## src/hdl/isrch_pkg.sv

```systemverilog
// shared constants for the interpolation search block
`default_nettype none
package isrch_pkg;
  localparam int IDX_W = 6;
  localparam int DEF_TABLE_DEPTH = 64;
  localparam int DEF_VALUE_WIDTH = 32;
  localparam logic CMD_WRITE = 1'b0;
  localparam logic CMD_SEARCH = 1'b1;
endpackage
`default_nettype wire

```

## src/hdl/isrch_tbl.sv

```systemverilog
// table memory: one write port, one registered read port
`default_nettype none
module isrch_tbl #(
  parameter int TABLE_DEPTH = isrch_pkg::DEF_TABLE_DEPTH,
  parameter int VALUE_WIDTH = isrch_pkg::DEF_VALUE_WIDTH,
  localparam int AW = $clog2(TABLE_DEPTH)
) (
  input  wire logic                   clk,
  input  wire logic                   we,
  input  wire logic [AW-1:0]          waddr,
  input  wire logic [VALUE_WIDTH-1:0] wdata,
  input  wire logic [AW-1:0]          raddr,
  output logic      [VALUE_WIDTH-1:0] rdata
);
  logic [VALUE_WIDTH-1:0] mem [TABLE_DEPTH];

  always_ff @(posedge clk) begin
    if (we) begin
      mem[waddr] <= wdata;
    end
  end

  always_ff @(posedge clk) begin
    rdata <= mem[raddr];
  end
endmodule
`default_nettype wire

```

## src/hdl/isrch_div.sv

```systemverilog
// bit-serial unit for floor(diff * n / span), one half step per cycle
`default_nettype none
module isrch_div #(
  parameter int VALUE_WIDTH = isrch_pkg::DEF_VALUE_WIDTH
) (
  input  wire logic                          clk,
  input  wire logic                          rst_n,
  input  wire logic                          start,
  input  wire logic [VALUE_WIDTH-1:0]        diff,
  input  wire logic [isrch_pkg::IDX_W-1:0]   n,
  input  wire logic [VALUE_WIDTH-1:0]        span,
  output logic                               done,
  output logic      [isrch_pkg::IDX_W-1:0]   q
);
  localparam int NW = isrch_pkg::IDX_W;
  localparam int CW = $clog2(NW);

  logic              busy_r, busy_nxt;
  logic              done_r, done_nxt;
  logic              phase_r, phase_nxt;
  logic [CW-1:0]     cnt_r, cnt_nxt;
  logic [NW-1:0]     n_r, n_nxt;
  logic [NW-1:0]     q_r, q_nxt;
  logic [VALUE_WIDTH-1:0] r_r, r_nxt;
  logic [VALUE_WIDTH-1:0] span_r, span_nxt;
  logic [VALUE_WIDTH-1:0] diff_r, diff_nxt;
  logic [VALUE_WIDTH-1:0] sd_r, sd_nxt;
  logic [VALUE_WIDTH:0]   dbl;
  logic                   ge_dbl;
  logic                   ge_add;

  always_comb begin
    dbl = {r_r, 1'b0};
    ge_dbl = dbl >= {1'b0, span_r};
    ge_add = r_r >= sd_r;
    busy_nxt = busy_r;
    done_nxt = 1'b0;
    phase_nxt = phase_r;
    cnt_nxt = cnt_r;
    n_nxt = n_r;
    q_nxt = q_r;
    r_nxt = r_r;
    span_nxt = span_r;
    diff_nxt = diff_r;
    sd_nxt = sd_r;
    if (start) begin
      busy_nxt = 1'b1;
      phase_nxt = 1'b0;
      cnt_nxt = CW'(NW - 1);
      n_nxt = n;
      q_nxt = '0;
      r_nxt = '0;
      span_nxt = span;
      diff_nxt = diff;
      sd_nxt = span - diff;
    end else if (busy_r) begin
      if (!phase_r) begin
        // double the multiplier prefix
        q_nxt = {q_r[NW-2:0], 1'b0} + NW'(ge_dbl);
        r_nxt = ge_dbl ? VALUE_WIDTH'(dbl - {1'b0, span_r}) : VALUE_WIDTH'(dbl);
        phase_nxt = 1'b1;
      end else begin
        if (n_r[NW-1]) begin
          q_nxt = q_r + NW'(ge_add);
          r_nxt = ge_add ? r_r - sd_r : r_r + diff_r;
        end
        n_nxt = {n_r[NW-2:0], 1'b0};
        phase_nxt = 1'b0;
        if (cnt_r == '0) begin
          busy_nxt = 1'b0;
          done_nxt = 1'b1;
        end else begin
          cnt_nxt = cnt_r - 1'b1;
        end
      end
    end
  end

  always_ff @(posedge clk) begin
    if (!rst_n) begin
      busy_r <= 1'b0;
      done_r <= 1'b0;
      phase_r <= 1'b0;
      cnt_r <= '0;
    end else begin
      busy_r <= busy_nxt;
      done_r <= done_nxt;
      phase_r <= phase_nxt;
      cnt_r <= cnt_nxt;
    end
  end

  always_ff @(posedge clk) begin
    n_r <= n_nxt;
    q_r <= q_nxt;
    r_r <= r_nxt;
    span_r <= span_nxt;
    diff_r <= diff_nxt;
    sd_r <= sd_nxt;
  end

  assign done = done_r;
  assign q = q_r;
endmodule
`default_nettype wire

```

## src/hdl/interpolation_search.sv

```systemverilog
// interpolation search top level: control sequencer around the table and divider
// a write transaction is taken in idle; each search probe runs two end reads,
// the end check, the serial divider and the probe compare; an end check
// that stops the search goes straight to the finish state, an empty range runs
// no probe, the result enters the output register once free; probes depend on the data
// one item in work at a time; reset clears sequencer and output valid, not the table
`default_nettype none
module interpolation_search #(
  parameter int TABLE_DEPTH = isrch_pkg::DEF_TABLE_DEPTH,
  parameter int VALUE_WIDTH = isrch_pkg::DEF_VALUE_WIDTH,
  localparam int IN_TDATA_W = ((3 * isrch_pkg::IDX_W + VALUE_WIDTH + 7) / 8) * 8,
  localparam int OUT_TDATA_W = ((isrch_pkg::IDX_W + 7) / 8) * 8
) (
  input  wire logic                   clk,
  input  wire logic                   rst_n,
  input  wire logic                   in_tvalid,
  output logic                        in_tready,
  // entry_index, value, range_low, range_high
  input  wire logic [IN_TDATA_W-1:0]  in_tdata,
  // cmd
  input  wire logic [0:0]             in_tuser,
  output logic                        out_tvalid,
  input  wire logic                   out_tready,
  // position
  output logic      [OUT_TDATA_W-1:0] out_tdata,
  // found
  output logic      [0:0]             out_tuser
);
  localparam int IW = isrch_pkg::IDX_W;
  localparam int AW = $clog2(TABLE_DEPTH);
  localparam logic [VALUE_WIDTH-1:0] SIGN = {1'b1, {(VALUE_WIDTH-1){1'b0}}};

  localparam logic [2:0] S_IDLE = 3'd0;
  localparam logic [2:0] S_RLO  = 3'd1;
  localparam logic [2:0] S_RHI  = 3'd2;
  localparam logic [2:0] S_CHK  = 3'd3;
  localparam logic [2:0] S_DIV  = 3'd4;
  localparam logic [2:0] S_PRB  = 3'd5;
  localparam logic [2:0] S_FIN  = 3'd6;

  logic [2:0]             state_r, state_nxt;
  logic [IW-1:0]          lo_r, lo_nxt;
  logic [IW-1:0]          hi_r, hi_nxt;
  logic [IW-1:0]          pos_r, pos_nxt;
  logic [VALUE_WIDTH-1:0] key_r, key_nxt;
  logic [VALUE_WIDTH-1:0] vlo_r, vlo_nxt;
  logic                   res_found_r, res_found_nxt;
  logic [IW-1:0]          res_pos_r, res_pos_nxt;
  logic                   out_valid_r, out_valid_nxt;
  logic                   out_found_r, out_found_nxt;
  logic [IW-1:0]          out_pos_r, out_pos_nxt;

  logic                   in_cmd;
  logic [IW-1:0]          in_idx;
  logic [VALUE_WIDTH-1:0] in_value;
  logic [IW-1:0]          in_rlo;
  logic [IW-1:0]          in_rhi;
  logic [IW-1:0]          rhi_clamped;
  logic                   in_fire;

  logic                   tbl_we;
  logic [AW-1:0]          tbl_waddr;
  logic [AW-1:0]          tbl_raddr;
  logic [VALUE_WIDTH-1:0] tbl_rdata;
  logic [VALUE_WIDTH-1:0] rb;
  logic [IW-1:0]          raddr_idx;
  logic [IW-1:0]          probe_pos;

  logic                   div_start;
  logic                   div_done;
  logic [IW-1:0]          div_q;
  logic [VALUE_WIDTH-1:0] div_diff;
  logic [VALUE_WIDTH-1:0] div_span;
  logic [IW-1:0]          div_n;

  assign in_cmd   = in_tuser[0];
  assign in_idx   = in_tdata[IW-1:0];
  assign in_value = in_tdata[IW +: VALUE_WIDTH];
  assign in_rlo   = in_tdata[IW + VALUE_WIDTH +: IW];
  assign in_rhi   = in_tdata[2 * IW + VALUE_WIDTH +: IW];
  assign rhi_clamped = (int'(in_rhi) > TABLE_DEPTH - 1) ? IW'(TABLE_DEPTH - 1) : in_rhi;

  assign in_tready = (state_r == S_IDLE);
  assign in_fire = in_tvalid && in_tready;

  assign tbl_we = in_fire && (in_cmd == isrch_pkg::CMD_WRITE) && (int'(in_idx) < TABLE_DEPTH);
  assign tbl_waddr = AW'(in_idx);
  assign rb = tbl_rdata ^ SIGN;

  assign probe_pos = lo_r + div_q;
  assign div_diff = key_r - vlo_r;
  assign div_span = rb - vlo_r;
  assign div_n = hi_r - lo_r;

  always_comb begin
    case (state_r)
      S_RLO:   raddr_idx = lo_r;
      S_RHI:   raddr_idx = hi_r;
      S_DIV:   raddr_idx = probe_pos;
      default: raddr_idx = lo_r;
    endcase
  end
  assign tbl_raddr = AW'(raddr_idx);

  always_comb begin
    state_nxt = state_r;
    lo_nxt = lo_r;
    hi_nxt = hi_r;
    pos_nxt = pos_r;
    key_nxt = key_r;
    vlo_nxt = vlo_r;
    res_found_nxt = res_found_r;
    res_pos_nxt = res_pos_r;
    out_valid_nxt = out_valid_r;
    out_found_nxt = out_found_r;
    out_pos_nxt = out_pos_r;
    div_start = 1'b0;
    if (out_valid_r && out_tready) begin
      out_valid_nxt = 1'b0;
    end
    case (state_r)
      S_IDLE: begin
        if (in_fire && (in_cmd == isrch_pkg::CMD_SEARCH)) begin
          lo_nxt = in_rlo;
          hi_nxt = rhi_clamped;
          key_nxt = in_value ^ SIGN;
          res_found_nxt = 1'b0;
          res_pos_nxt = '0;
          state_nxt = (in_rlo > rhi_clamped) ? S_FIN : S_RLO;
        end
      end
      S_RLO: begin
        state_nxt = S_RHI;
      end
      S_RHI: begin
        vlo_nxt = rb;
        state_nxt = S_CHK;
      end
      S_CHK: begin
        if (key_r < vlo_r || key_r > rb) begin
          state_nxt = S_FIN;
        end else if (rb == vlo_r) begin
          // flat range, single compare
          res_found_nxt = (key_r == vlo_r);
          res_pos_nxt = (key_r == vlo_r) ? lo_r : '0;
          state_nxt = S_FIN;
        end else begin
          div_start = 1'b1;
          state_nxt = S_DIV;
        end
      end
      S_DIV: begin
        if (div_done) begin
          pos_nxt = probe_pos;
          state_nxt = S_PRB;
        end
      end
      S_PRB: begin
        if (key_r == rb) begin
          res_found_nxt = 1'b1;
          res_pos_nxt = pos_r;
          state_nxt = S_FIN;
        end else if (key_r < rb) begin
          if (pos_r == lo_r) begin
            state_nxt = S_FIN;
          end else begin
            hi_nxt = pos_r - 1'b1;
            state_nxt = S_RLO;
          end
        end else begin
          if (pos_r == hi_r) begin
            state_nxt = S_FIN;
          end else begin
            lo_nxt = pos_r + 1'b1;
            state_nxt = S_RLO;
          end
        end
      end
      S_FIN: begin
        if (!out_valid_r || out_tready) begin
          out_valid_nxt = 1'b1;
          out_found_nxt = res_found_r;
          out_pos_nxt = res_pos_r;
          state_nxt = S_IDLE;
        end
      end
      default: begin
        state_nxt = S_IDLE;
      end
    endcase
  end

  always_ff @(posedge clk) begin
    if (!rst_n) begin
      state_r <= S_IDLE;
      out_valid_r <= 1'b0;
    end else begin
      state_r <= state_nxt;
      out_valid_r <= out_valid_nxt;
    end
  end

  always_ff @(posedge clk) begin
    lo_r <= lo_nxt;
    hi_r <= hi_nxt;
    pos_r <= pos_nxt;
    key_r <= key_nxt;
    vlo_r <= vlo_nxt;
    res_found_r <= res_found_nxt;
    res_pos_r <= res_pos_nxt;
    out_found_r <= out_found_nxt;
    out_pos_r <= out_pos_nxt;
  end

  isrch_tbl #(
    .TABLE_DEPTH(TABLE_DEPTH),
    .VALUE_WIDTH(VALUE_WIDTH)
  ) u_tbl (
    .clk  (clk),
    .we   (tbl_we),
    .waddr(tbl_waddr),
    .wdata(in_value),
    .raddr(tbl_raddr),
    .rdata(tbl_rdata)
  );

  isrch_div #(
    .VALUE_WIDTH(VALUE_WIDTH)
  ) u_div (
    .clk  (clk),
    .rst_n(rst_n),
    .start(div_start),
    .diff (div_diff),
    .n    (div_n),
    .span (div_span),
    .done (div_done),
    .q    (div_q)
  );

  assign out_tvalid = out_valid_r;
  assign out_tdata = OUT_TDATA_W'(out_pos_r);
  assign out_tuser = out_found_r;

  // a probe never leaves the current range
  a_probe_in_range: assert property (@(posedge clk) disable iff (!rst_n)
    (state_r == S_DIV && div_done) |-> (div_q <= div_n))
    else $error("probe offset beyond range");

  // the range stays non-empty while reads are issued
  a_range_nonempty: assert property (@(posedge clk) disable iff (!rst_n)
    (state_r == S_RLO) |-> (lo_r <= hi_r && int'(hi_r) < TABLE_DEPTH))
    else $error("empty or out of bounds range in search");

  // an accepted search always leaves idle
  a_search_starts: assert property (@(posedge clk) disable iff (!rst_n)
    (in_fire && in_cmd == isrch_pkg::CMD_SEARCH) |=> (state_r != S_IDLE))
    else $error("search transaction dropped");
endmodule
`default_nettype wire
```

## config.mk

```make
export PLATFORM = sky130hd
export DESIGN_NAME = interpolation_search
export DESIGN_NICKNAME = d
export VERILOG_FILES = /design/src/hdl/isrch_pkg.sv /design/src/hdl/isrch_tbl.sv /design/src/hdl/isrch_div.sv /design/src/hdl/interpolation_search.sv
export SDC_FILE = /design/constraint.sdc
export NUM_CORES = 2
export LEC_CHECK = 0
export ABC_AREA = 1
export BUFFER_PORTS_ARGS = -buffer_cell sky130_fd_sc_hd__buf_4
export CAP_MARGIN = 20
export CORE_UTILIZATION = 65
export CTS_BUF_LIST = sky130_fd_sc_hd__clkbuf_4 sky130_fd_sc_hd__clkbuf_8 sky130_fd_sc_hd__clkbuf_16
export DETAILED_ROUTE_END_ITERATION = 12
export PLACE_DENSITY = 0.81
export REMOVE_ABC_BUFFERS = 1
export SYNTH_ARGS = -nofsm -noshare
export SYNTH_HDL_FRONTEND = slang
export SYNTH_HIERARCHICAL = 1
export SYNTH_SLANG_ARGS = --single-unit
```

## constraint.sdc

```tcl
create_clock -name clk -period 12.5 [get_ports clk]
set_input_delay 2.5 -clock clk [delete_from_list [all_inputs] [get_ports clk]]
set_output_delay 2.5 -clock clk [all_outputs]
set_load 0.005 [all_outputs]
```

==> impl_metrics.py <==
metrics = {
    "synthesis": {
        "synth_edf_count": 2246,
        "ys_seq_area_share_pct": 64.6,
        "ys_warn_count": 6,
        "syn_area_um2": 107000,
        "ys.flop_type": "edfxtp_1",
        "yosysTopAreaCellShare_pct": 63.1,
        "synth_largest_area_cell": "edfxtp_1",
        "synthArstFlopShare_pct": 0,
        "synthCells": 10300,
        "yosys-top-cells-area": "edfxtp_1, nand2_1, nand3_1",
        "ys_ff_latch": 2326,
        "ys_types": 61,
        "synth_area_per_cell_um2": 10.3,
    },
    "die": {
        "die-area_um2": 166000,
        "io_pins": 72,
        "fp-row-count": 148,
        "core_um2": 163000,
        "initial_core_util_pct": 65.6,
        "dieHeight_um": 407,
        "die-width_um": 407,
    },
    "sta": {
        "drv_slew": 179,
        "worst_pin_slew_ps": 1680,
        "fin_hold_ws_ps": 423,
        "finalHoldViolations": 0,
        "min_period_ps": 6090,
        "post-route-period-util_pct": 48.7,
        "setup_viol": 0,
        "slew_headroom_pct": -11.8,
        "fmax_mhz": 164,
        "fin_skew_ps": 64.3,
        "rsz0062_at_grt": "false",
    },
    "clock_network": {
        "numCtsBuffers": 217,
        "clkSlewWorstSetupHoldPaths_ps": 70,
        "post_cts_buffers": 0,
        "cts_tree": "done",
        "clock_latency_ps": 880,
        "ctsResizeCount": 0,
        "ctsLongestPathBuffers": 3,
        "cts.htree.levels": 4,
        "ctsHoldBuffers": 0,
        "root_buffer": "clkbuf_16",
        "cts.sinks": 2326,
    },
    "drt": {
        "drt_iter0_drc": 11000,
        "drc_errors": 0,
        "wire_per_inst_um": 24.6,
        "wirelength_um": 311000,
        "drt_pass1_iterations": 6,
        "vias_per_cell": 6.27,
        "ant_nets": 0,
        "vias": 79300,
    },
    "placed_design": {
        "gp_congestion": 0.991,
        "io_buffers": 63,
        "dp_cells": 12200,
        "dpl.hpwl_um": 180000,
        "place_area_um2": 109000,
    },
    "cells_and_area": {
        "final_cell_mix": "nand2_1, edfxtp_1, nand3_1",
        "area.sequential_um2": 69000,
        "post-route-util_pct": 71.5,
        "final_common_cell": "nand2_1",
        "final_cell_count_no_fill": 12600,
        "drive_above_1_share_pct": 7.02,
        "postLayoutCellArea_um2": 116000,
        "fillCellCount": 11000,
        "area_delta_synth_final_pct": 8.97,
        "nNetsFinal": 10600,
        "multi_input_area_um2": 33100,
    },
    "worst_setup_path": {
        "end_kind": "register",
        "slowest_stage": "buf_4",
        "path_delay_family": "buffers and inverters",
        "cp_slowest_stage_delay_ps": 840,
        "critPathLaunchType": "register",
        "crit_path_frequent_cell": "buf_4",
        "cp_cell_sequence": "inv_1 -> nor3_4 -> buf_4 -> inv_1 -> o221ai_4 -> buf_4 -> buf_4 -> buf_4 -> buf_4 -> nand2_1 -> nand3_1 -> nand3_1 -> nand3_1 -> nand3_1 -> nand2_1 -> nand2_1 -> nand2_1",
        "worst_ep_required_time_ps": 13320,
        "crit_buf_inv": 7,
        "critical_path_class": "register to register",
        "arrival_ps": 6910,
        "r2r_setup_slack_ps": 6410,
        "path_max_fanout": 88,
    },
    "status": {
        "violations": "max-slew violations",
        "status": "complete, but fails checks",
    },
    "hold_path": {
        "hp-class": "register to register",
    },
    "grt": {
        "grt_pass1_wl_um": 455000,
        "grt_antenna_before_repair": 10,
        "grt_pass1_vias": 76300,
        "grt_max_degree": 274,
        "grt-ovfl-total": 0,
        "grtUsageTotal_pct": 36.8,
    },
    "pwr": {
        "p_leak_nw": 45.4,
        "p_total_mw": 33.4,
        "p_per_area_nw_per_um2": 287,
        "irDropWorstVdd_mv": 0.406,
    },
    "run": {
        "maxCapViolations": 0,
    },
}
[through the flow]
| stage | setup slack (ps) | TNS (ps) |
|---|---|---|
| after floorplan | -85630 | -2739610 |
| after detailed placement | 6310 | 0 |
| after global placement | 6380 | 0 |
| after global routing | 6180 | 0 |
| final | 6410 | 0 |
| after CTS | 6520 | 0 |
[kinds of logic after synthesis]
logic type               share of synthesized area, %
flip-flops                                       64.6
AND/OR/NAND/NOR                                  23.8
XOR/XNOR                                         1.20
AO/OA/AOI/OAI                                    2.43
buffers and inverters                            4.90
adder cells (fa/ha/maj)                          3.00
other                                         0.00351
[cell usage after synthesis (all sizes together) (4+ instances only)]
library cell / count
nand2: 3352
edfxtp: 2246
nand3: 2112
inv: 733
buf: 392
nor2: 348
ha: 243
a21oi: 213
o21ai: 111
xor2: 95
clkbuf: 93
dfxtp: 80
xnor2: 52
nor3: 38
nand4: 34
nand3b: 26
a21o: 21
nor4: 19
o21bai: 19
o211ai: 15
o21a: 15
a31oi: 12
and2: 8
fa: 8
a21boi: 7
o22ai: 7
o221ai: 5
or2: 5
clkinv: 4
[path summary, 6_finish.rpt]
path	start	endpoint	cells past startpoint
worst max register to register	state_r[1]	u_tbl/rdata[0]	17
worst min register to register	res_pos_r[0]	out_pos_r[0]	0
worst min-delay path	res_pos_r[0]	out_pos_r[0]	0
worst max-delay path	state_r[1]	u_tbl/rdata[0]	17
[worst register-to-register path, stage by stage (launching register included)]
cell      delay [ps]
dfxtp_1          390
inv_1            120
nor3_4           120
buf_4            450
inv_1            280
o221ai_4         420
buf_4            570
buf_4            640
buf_4            770
buf_4            860
nand2_1          180
nand3_1          180
nand3_1          120
nand3_1          160
nand3_1          270
nand2_1          300
nand2_1          140
nand2_1           80
[sequential cells by signal, summed over array words and instances (netlist names), 32 cells and up]
register and count:
u_tbl/mem 2048, vlo_r 32, u_div/diff_r 32, key_r 32, u_div/span_r 32, u_tbl/rdata 32, u_div/r_r 32, u_div/sd_r 32
[layer usage]
layer  share of wire, %  GRT usage [%]  vias to the layer above
met5              0.011              0                        -
met4                5.9           20.1                        4
met3                 12           6.81                     1023
met2                 47           59.3                     5595
met1                 35           47.6                    37300
li1                   -              -                    35300
[final cells by class]
cell class,count,area share (%)
Tap cell,2175,2.34
Clock buffer,293,5.26
Clock inverter,116,0.845
Timing Repair Buffer,196,1.37
Sequential cell,2326,59.3
Antenna cell,13,0.0279
Multi-Input combinational cell,6781,28.5
Inverter,737,2.41
[report_power, final]
group | internal [mW] | leakage [nW] | switching (mW)
Clock | 3.69 | 3.54 | 2.86
Combinational | 4.86 | 21.0 | 12.7
Sequential | 9.08 | 20.9 | 0.241
Total | 17.6 | 45.4 | 15.8
Note: power is estimated with default switching activity, not from simulation.
